## config.mk

```make
export PLATFORM = sky130hd
export DESIGN_NAME = base64_encoder_no_padding_core_flat
export DESIGN_NICKNAME = d
export VERILOG_FILES = /design/src/hw/rtl/b64e_pkg.sv /design/src/hw/rtl/b64e_if.sv /design/src/hw/rtl/b64e_front.sv /design/src/hw/rtl/b64e_queue.sv /design/src/hw/rtl/b64e_back.sv /design/src/hw/rtl/base64_encoder_no_padding_core.sv /design/src/flat_wrapper.sv
export SDC_FILE = /design/constraint.sdc
export NUM_CORES = 1
export LEC_CHECK = 0
export BUFFER_PORTS_ARGS = -buffer_cell sky130_fd_sc_hd__buf_2
export CAP_MARGIN = 20
export CORE_MARGIN = 1.5
export CORE_UTILIZATION = 55
export DETAILED_ROUTE_END_ITERATION = 16
export GPL_ROUTABILITY_DRIVEN = 1
export GPL_TIMING_DRIVEN = 0
export PLACE_DENSITY = 0.73
export SLEW_MARGIN = 20
export SYNTH_ARGS = -nofsm -noshare
export SYNTH_HDL_FRONTEND = slang
export SYNTH_SLANG_ARGS = --single-unit
export TNS_END_PERCENT = 100
```

## constraint.sdc

```tcl
create_clock -name clk -period 2.85 [get_ports clk]
set_input_delay 0.1425 -clock clk [delete_from_list [all_inputs] [get_ports clk]]
set_output_delay 0.1425 -clock clk [all_outputs]
set_load 0.02 [all_outputs]
```

## src/hw/rtl/b64e_pkg.sv

```systemverilog
// Shared types, constants and the sextet-to-ASCII mapping of the Base64 encoder.
package b64e_pkg;

  localparam int QUEUE_DEPTH = 4;

  localparam logic [6:0] ASCII_UPPER_A = 7'h41;
  localparam logic [6:0] ASCII_LOWER_A = 7'h61;
  localparam logic [6:0] ASCII_DIGIT_0 = 7'h30;
  localparam logic [6:0] ASCII_PLUS    = 7'h2B;
  localparam logic [6:0] ASCII_SLASH   = 7'h2F;

  localparam logic [5:0] SEXTET_LOWER  = 6'd26;
  localparam logic [5:0] SEXTET_DIGIT  = 6'd52;
  localparam logic [5:0] SEXTET_PLUS   = 6'd62;

  // Position of the next byte inside its 3-byte group.
  typedef enum logic [1:0] {
    PH_FIRST  = 2'd0,
    PH_SECOND = 2'd1,
    PH_THIRD  = 2'd2
  } phase_t;

  // One encoded byte: one or two sextets waiting for the back end.
  typedef struct packed {
    logic [5:0] sextet0;
    logic [5:0] sextet1;
    logic       pair;
    logic       fin;
  } group_entry_t;

  typedef struct packed {
    phase_t phase;
  } front_stat_t;

  function automatic logic [6:0] sextet_char(input logic [5:0] s);
    logic [6:0] c;
    if (s < SEXTET_LOWER) begin
      c = ASCII_UPPER_A + {1'b0, s};
    end else if (s < SEXTET_DIGIT) begin
      c = ASCII_LOWER_A + {1'b0, s} - {1'b0, SEXTET_LOWER};
    end else if (s < SEXTET_PLUS) begin
      c = ASCII_DIGIT_0 + {1'b0, s} - {1'b0, SEXTET_DIGIT};
    end else if (s == SEXTET_PLUS) begin
      c = ASCII_PLUS;
    end else begin
      c = ASCII_SLASH;
    end
    return c;
  endfunction

endpackage

```

## src/hw/rtl/b64e_if.sv

```systemverilog
// Valid/ready channel interfaces for raw bytes in and Base64 characters out.
interface b64e_in_if;
  logic       valid;
  logic       ready;
  logic [7:0] data_byte;
  logic       last_byte;

  modport source (output valid, output data_byte, output last_byte, input ready);
  modport sink   (input valid, input data_byte, input last_byte, output ready);
endinterface

interface b64e_out_if;
  logic       valid;
  logic       ready;
  logic [6:0] out_char;
  logic       last_char;

  modport source (output valid, output out_char, output last_char, input ready);
  modport sink   (input valid, input out_char, input last_char, output ready);
endinterface

```

## src/hw/rtl/b64e_front.sv

```systemverilog
// Front end: takes bytes, tracks group phase and carry, builds sextet entries.
module b64e_front
  import b64e_pkg::*;
(
  input  logic          clk,
  input  logic          rst,
  b64e_in_if.sink       in_ch,
  input  logic          q_full,
  output logic          q_push,
  output group_entry_t  q_entry,
  output front_stat_t   stat
);

  phase_t     phase, phase_next;
  logic [3:0] carry, carry_next;
  logic [7:0] b;
  logic       last;

  assign b           = in_ch.data_byte;
  assign last        = in_ch.last_byte;
  assign in_ch.ready = !q_full;
  assign q_push      = in_ch.valid && !q_full;
  assign stat.phase  = phase;

  always_comb begin
    q_entry.pair = last;
    q_entry.fin  = last;
    case (phase)
      PH_SECOND: begin
        q_entry.sextet0 = {carry[1:0], b[7:4]};
        q_entry.sextet1 = {b[3:0], 2'b00};
        carry_next      = b[3:0];
        phase_next      = PH_THIRD;
      end
      PH_THIRD: begin
        q_entry.sextet0 = {carry, b[7:6]};
        q_entry.sextet1 = b[5:0];
        q_entry.pair    = 1'b1;
        carry_next      = 4'd0;
        phase_next      = PH_FIRST;
      end
      default: begin
        q_entry.sextet0 = b[7:2];
        q_entry.sextet1 = {b[1:0], 4'b0000};
        carry_next      = {2'b00, b[1:0]};
        phase_next      = PH_SECOND;
      end
    endcase
    if (last) begin
      carry_next = 4'd0;
      phase_next = PH_FIRST;
    end
  end

  always_ff @(posedge clk) begin
    if (rst) begin
      phase <= PH_FIRST;
      carry <= 4'd0;
    end else if (q_push) begin
      phase <= phase_next;
      carry <= carry_next;
    end
  end

endmodule

```

## src/hw/rtl/b64e_queue.sv

```systemverilog
// Small FIFO of sextet entries between the front and back ends.
module b64e_queue
  import b64e_pkg::*;
#(
  parameter int Depth = QUEUE_DEPTH
)
(
  input  logic                       clk,
  input  logic                       rst,
  input  logic                       push,
  input  group_entry_t               push_entry,
  output logic                       full,
  input  logic                       pop,
  output group_entry_t               pop_entry,
  output logic                       empty,
  output logic [$clog2(Depth+1)-1:0] level
);

  localparam int PtrW = $clog2(Depth);
  localparam int LvlW = $clog2(Depth + 1);
  localparam logic [PtrW-1:0] LastSlot = PtrW'(Depth - 1);
  localparam logic [LvlW-1:0] FullLvl  = LvlW'(Depth);

  group_entry_t    slots [Depth];
  logic [PtrW-1:0] wr_ptr, rd_ptr;
  logic            do_push, do_pop;

  assign full      = (level == FullLvl);
  assign empty     = (level == '0);
  assign do_push   = push && !full;
  assign do_pop    = pop && !empty;
  assign pop_entry = slots[rd_ptr];

  always_ff @(posedge clk) begin
    if (do_push) begin
      slots[wr_ptr] <= push_entry;
    end
  end

  always_ff @(posedge clk) begin
    if (rst) begin
      wr_ptr <= '0;
      rd_ptr <= '0;
      level  <= '0;
    end else begin
      if (do_push) begin
        wr_ptr <= (wr_ptr == LastSlot) ? '0 : wr_ptr + 1'b1;
      end
      if (do_pop) begin
        rd_ptr <= (rd_ptr == LastSlot) ? '0 : rd_ptr + 1'b1;
      end
      if (do_push && !do_pop) begin
        level <= level + 1'b1;
      end else if (do_pop && !do_push) begin
        level <= level - 1'b1;
      end
    end
  end

endmodule

```

## src/hw/rtl/b64e_back.sv

```systemverilog
// Back end: queued entries to output register, one character per cycle when not stalled.
module b64e_back
  import b64e_pkg::*;
(
  input  logic          clk,
  input  logic          rst,
  input  group_entry_t  q_entry,
  input  logic          q_empty,
  output logic          q_pop,
  b64e_out_if.source    out_ch
);

  logic       sel;
  logic       load;
  logic       take_second;
  logic [5:0] sextet;

  assign load        = !out_ch.valid || out_ch.ready;
  assign take_second = q_entry.pair && !sel;
  assign q_pop       = load && !q_empty && !take_second;
  assign sextet      = sel ? q_entry.sextet1 : q_entry.sextet0;

  always_ff @(posedge clk) begin
    if (rst) begin
      out_ch.valid <= 1'b0;
      sel          <= 1'b0;
    end else if (load) begin
      out_ch.valid <= !q_empty;
      if (!q_empty) begin
        sel <= take_second;
      end
    end
  end

  always_ff @(posedge clk) begin
    if (load && !q_empty) begin
      out_ch.out_char  <= sextet_char(sextet);
      out_ch.last_char <= q_entry.fin && (sel || !q_entry.pair);
    end
  end

endmodule

```

## src/hw/rtl/base64_encoder_no_padding_core.sv

```systemverilog
// Top level of the streaming Base64 encoder without padding.
//
//   channel  | dir | payload                     | notes
//   ---------+-----+-----------------------------+------------------------------
//   in_ch    | in  | data_byte[7:0], last_byte   | one raw byte per request
//   out_ch   | out | out_char[6:0], last_char    | one ASCII character per request
//
// Rate: the back end issues one character per cycle while out_ch is not
// stalled; a byte that yields two characters (third byte of a group, or any
// last byte) holds its queue entry until both are sent, and single-character
// bytes run at one per cycle. An input request reaches output valid through
// the queue write, then the output register.
// Reset (rst, synchronous) clears group phase, carry, queue pointers and
// output valid. The front takes a new request whenever the queue has room,
// so an output stall only blocks input once QueueDepth entries are waiting.
module base64_encoder_no_padding_core
  import b64e_pkg::*;
#(
  parameter int QueueDepth = QUEUE_DEPTH
)
(
  input  logic        clk,
  input  logic        rst,
  b64e_in_if.sink     in_ch,
  b64e_out_if.source  out_ch
);

  localparam int LvlW = $clog2(QueueDepth + 1);

  // front -> queue
  logic         q_push;
  group_entry_t q_push_entry;
  logic         q_full;
  front_stat_t  front_stat;

  // queue -> back
  logic         q_pop;
  group_entry_t q_head;
  logic         q_empty;
  logic [LvlW-1:0] q_level;

  // Front end: phase/carry tracking and sextet extraction.
  b64e_front u_front (
    .clk     (clk),
    .rst     (rst),
    .in_ch   (in_ch),
    .q_full  (q_full),
    .q_push  (q_push),
    .q_entry (q_push_entry),
    .stat    (front_stat)
  );

  // Decoupling queue; each entry holds the sextets of one byte.
  b64e_queue #(
    .Depth (QueueDepth)
  ) u_queue (
    .clk        (clk),
    .rst        (rst),
    .push       (q_push),
    .push_entry (q_push_entry),
    .full       (q_full),
    .pop        (q_pop),
    .pop_entry  (q_head),
    .empty      (q_empty),
    .level      (q_level)
  );

  // Back end: alphabet lookup and output register.
  b64e_back u_back (
    .clk     (clk),
    .rst     (rst),
    .q_entry (q_head),
    .q_empty (q_empty),
    .q_pop   (q_pop),
    .out_ch  (out_ch)
  );

`ifndef SYNTHESIS
  // Queue occupancy never exceeds its depth.
  assert property (@(posedge clk) disable iff (rst) q_level <= LvlW'(QueueDepth))
    else $error("queue level above depth");

  // Input is ready exactly when the queue has room.
  assert property (@(posedge clk) disable iff (rst)
    in_ch.ready == (q_level != LvlW'(QueueDepth)))
    else $error("input ready does not track queue room");

  // A last byte always closes the group.
  assert property (@(posedge clk) disable iff (rst)
    (in_ch.valid && in_ch.ready && in_ch.last_byte) |=> front_stat.phase == PH_FIRST)
    else $error("phase not reset after last byte");

  // A non-last first byte of a group advances to the second position.
  assert property (@(posedge clk) disable iff (rst)
    (in_ch.valid && in_ch.ready && !in_ch.last_byte && front_stat.phase == PH_FIRST)
      |=> front_stat.phase == PH_SECOND)
    else $error("phase did not advance after first byte");
`endif

endmodule

```

## src/flat_wrapper.sv

```systemverilog
// flat-port wrapper written by rule: the top's interface ports become plain ports
module base64_encoder_no_padding_core_flat import b64e_pkg::*;
#(
  parameter int QueueDepth = QUEUE_DEPTH
)
  (clk, rst, in_ch_valid, in_ch_data_byte, in_ch_last_byte, in_ch_ready, out_ch_valid, out_ch_out_char, out_ch_last_char, out_ch_ready);
  b64e_in_if in_ch_i ();
  b64e_out_if out_ch_i ();
  input  logic clk;
  input  logic rst;
  input wire logic [$bits(in_ch_i.valid)-1:0] in_ch_valid;
  input wire logic [$bits(in_ch_i.data_byte)-1:0] in_ch_data_byte;
  input wire logic [$bits(in_ch_i.last_byte)-1:0] in_ch_last_byte;
  output wire logic [$bits(in_ch_i.ready)-1:0] in_ch_ready;
  output wire logic [$bits(out_ch_i.valid)-1:0] out_ch_valid;
  output wire logic [$bits(out_ch_i.out_char)-1:0] out_ch_out_char;
  output wire logic [$bits(out_ch_i.last_char)-1:0] out_ch_last_char;
  input wire logic [$bits(out_ch_i.ready)-1:0] out_ch_ready;
  assign in_ch_i.valid = in_ch_valid;
  assign in_ch_i.data_byte = in_ch_data_byte;
  assign in_ch_i.last_byte = in_ch_last_byte;
  assign in_ch_ready = in_ch_i.ready;
  assign out_ch_valid = out_ch_i.valid;
  assign out_ch_out_char = out_ch_i.out_char;
  assign out_ch_last_char = out_ch_i.last_char;
  assign out_ch_i.ready = out_ch_ready;
  base64_encoder_no_padding_core #(.QueueDepth(QueueDepth)) u_core (.clk(clk), .rst(rst), .in_ch(in_ch_i), .out_ch(out_ch_i));
endmodule
```

==> key figures <==
Status
  – Status: complete, no violations

Timing
  – Slew at the pin with the worst max-slew slack: 0.717 ns
  – Final hold vios: 0
  – Fin crit period: 2.75 ns
  – Max Slew Vio Count: 0
  – Worst relative slew slack: approximately 52%
  – Worst clock skew: a little over 0.008 ns
  – Sum Neg Setup Slack: 0 ns
  – RSZ-0062 raised after global routing: false
  – Fmax: 0.364 GHz
  – Final setup viols: 0
  – PnR worst setup slack: 0.104 ns
  – Fin crit share: 96.3%

Route
  – Vias per inst: between 5 and 6
  – DRT Pass-1 Iters: 4
  – Initial DRC count: 150
  – WL/cell: 16.9 um
  – DR vias: 2302
  – Drt drc: 0
  – Drt total wl: 6540 um
  – Antenna Nets Post-Route: 0

GRT
  – Largest net degree at the start of global routing: 15
  – M3 GR Usage: 4.62%
  – Gr ovfl total: 0
  – Gr usage total: 19.5%
  – Met1 Use GR: approximately 26%
  – First-pass GRT wire length: 10700 um
  – Initial antenna violation count: 0
  – Vias in the first global route: 2213
  – Most crowded layer after global routing: met2
  – Grt met2 use: about a third

Layout
  – Register area: 2260 um^2
  – Multi-input logic area: roughly 1400 um^2
  – Layout cells sized above 1: a little over a fifth
  – Layout area overhead: 12.0%
  – Fill cells: 464
  – Antenna Cells: 0
  – Post-layout nets: 333
  – Fin cells: slightly below 400

CTS
  – # hold bufs at CTS: 0
  – # H-tree levels: 3
  – CTS tree: yes
  – Clk buf depth: 2
  – CTS root buffer: clkbuf_8
  – Post-CTS Setup Inserts: 0
  – Reg clk slew, reported paths: 0.08 ns
  – Clk_lat worst skew: 0.34 ns
  – TritonCTS Buffers: 9
  – Number of clock sinks: 81
  – Post-CTS sizing: 0

Synthesis
  – Top cell type's share of synthesized area: 51.1%
  – Syn. warnings: 0
  – Synth top area cells: edfxtp_1, dfxtp_1, mux4_1, ha_1, mux4_2
  – Synth area leader: edfxtp_1
  – Cells after Synth: roughly 270
  – Post-synth EDFFs: 64
  – Avg Inst Size Synth: 13.8 um^2
  – Synth Cell Area: 3760 um^2
  – Share of flip-flops with an asynchronous set or reset: 0%
  – Post-synthesis sequential area ratio: 60.1%
  – Ys flop type: edfxtp_1
  – Post-synth cell types: 52
  – Mapped Nets: 300
  – FF+latch count, synth: 81

Floorplan
  – Core ar.: 6490 um^2
  – Total I/O pin count: 23
  – Num rows: 29
  – Die height: 85.7 um
  – Die area: between 7000 and 8000 um^2
  – Die width: 85.7 um
  – Starting Density: 57.9%

Setup path
  – Critical path's most frequent cell: a21oi_1
  – FF-to-FF path depth: 10
  – Crit Path Max Fanout: 10
  – Worst Path Arrival: 2.83 ns
  – Crit. End Element: register
  – Reg-to-Reg End: u_core.u_back.out_ch.out_char[3]
  – Critical Path Source Type: register
  – Slowest stage cell, crit path: mux4_2
  – Critical Path RT: slightly below 3 ns
  – Kind of critical path: reg2reg
  – CP Cell Sequence: buf_6 > buf_12 > mux4_2 > mux2i_2 > inv_2 > ha_1 > a21boi_4 > a21oi_1 > a221oi_1 > a21oi_1
  – FF-to-FF setup slack: about 0.10 ns
  – Max stage delay on crit path: 0.54 ns

Placed design
  – I/O Buffers: 22
  – Placed insts: 371
  – Dpl ws: 0.0358 ns
  – Gpl congestion: 0.870
  – Post-DP HPWL: 4640 um

Min path
  – Hold_sp: out_ch_ready
  – Hold Path Cell Cnt: 4
  – Class of the worst hold path: in2reg
  – Worst Hold Path EP: u_core.u_back.out_ch.valid

Pwr
  – Leakage: 1.50 nW
  – Power Density: a little over 1000 nW/um^2
  – VDD IR max: 401 uV

Flow run
  – Number of max-cap violations: 0
## per-layer routing
| metal | up-vias | share of wire (%) |
|---|---|---|
| met5 | - | 0 |
| met4 | 0 | 1.3 |
| met3 | 7 | 4.9 |
| met2 | 69 | 49 |
| met1 | 1124 | 45 |
| li1 | 1102 | - |
## sequential cells by signal, summed over array words and instances, names as in the netlist, 2 cells and up, named ones only
register / flops
u_core.u_back.out_ch.out_char: 7
u_core.u_front.carry: 4
u_core.u_front.stat: 2
u_core.u_queue.level: 3
u_core.u_queue.rd_ptr: 2
u_core.u_queue.slots: 56
u_core.u_queue.wr_ptr: 2
## through the flow
stage / util, % / power [mW] / instance area, um^2 / hold WS, ns
2_1_floorplan: - / 2.96 / 3760 / 0.212
3_3_place_gp: 61.1 / 3.29 / 3970 / 0.412
3_5_place_dp: 61.1 / 3.33 / 3970 / 0.416
4_1_cts: 64.5 / 4.23 / 4190 / 0.0414
5_1_grt: 64.9 / 4.56 / 4210 / 0.0583
6_report: 64.9 / 4.28 / 4210 / 0.0610
## layout make-up
class | count | area share, %
buffer | 9 | 1.45
clock buffer | 10 | 3.03
clock inverter | 6 | 2.17
inverter | 16 | 1.43
multi-input combinational | 166 | 33.3
sequential | 81 | 53.7
tap | 77 | 2.29
timing repair buffer | 22 | 2.61
## layout by cell type (no fill, tap or decap), drive strengths merged, types with 4 or more instances in the layout
cell and instances:
edfxtp 64, buf 26, nand2 25, a21oi 21
dfxtp 17, inv 16, clkbuf 15, ha 14
mux4 14, nor2 13, o21ai 12, a22oi 10
nand3 7, and3 5, mux2 4, a21o 4
nor3 4, mux2i 4
## cell usage after synthesis, types with 3 or more instances
library cell and number:
a21o_1 4, a21oi_1 21, a22oi_1 10, and3_1 5, clkbuf_1 5, dfxtp_1 17, edfxtp_1 64, ha_1 14
inv_1 14, mux2_2 3, mux4_1 8, mux4_2 6, nand2_1 24, nand3_1 7, nand3b_1 3, nor2_1 13
nor2b_1 3, nor3_1 3, o21ai_0 11
## cell families after synthesis
group,share of synthesized area [%]
compound gates,9.95
xor+xnor,0.466
fa+ha+maj,5.19
buf+inv,3.16
flops,60.1
mux,12.0
simple gates,9.12
## where the power goes
| part | internal (mW) | leakage [nW] | switching (mW) |
|---|---|---|---|
| Clock | 0.496 | 0.0991 | 0.407 |
| Sequential | 1.54 | 0.732 | 0.0752 |
| Combinational | 0.760 | 0.672 | 1.01 |
## worst max-delay path, delay by kind of cell, from the launching register on
kind	cells	cell delay [ns]
mux	2	0.81
compound gates	4	0.70
buf+inv	3	0.38
flops	1	0.33
fa+ha+maj	1	0.26
## worst max-delay path by stage
stage                     slack, ns      from                                to  cells after the start
after floorplan                0.30  register  u_core.u_back.out_ch.out_char[3]                     10
after global placement         0.07  register  u_core.u_back.out_ch.out_char[2]                     10
after detailed placement       0.04  register           u_core.u_queue.level[2]                     11
after CTS                     0.006  register           u_core.u_queue.level[2]                     11
after global routing         0.0006  register           u_core.u_queue.level[2]                     12
final                          0.10  register  u_core.u_back.out_ch.out_char[3]                     10
Note: power is estimated with default switching activity, not from simulation.
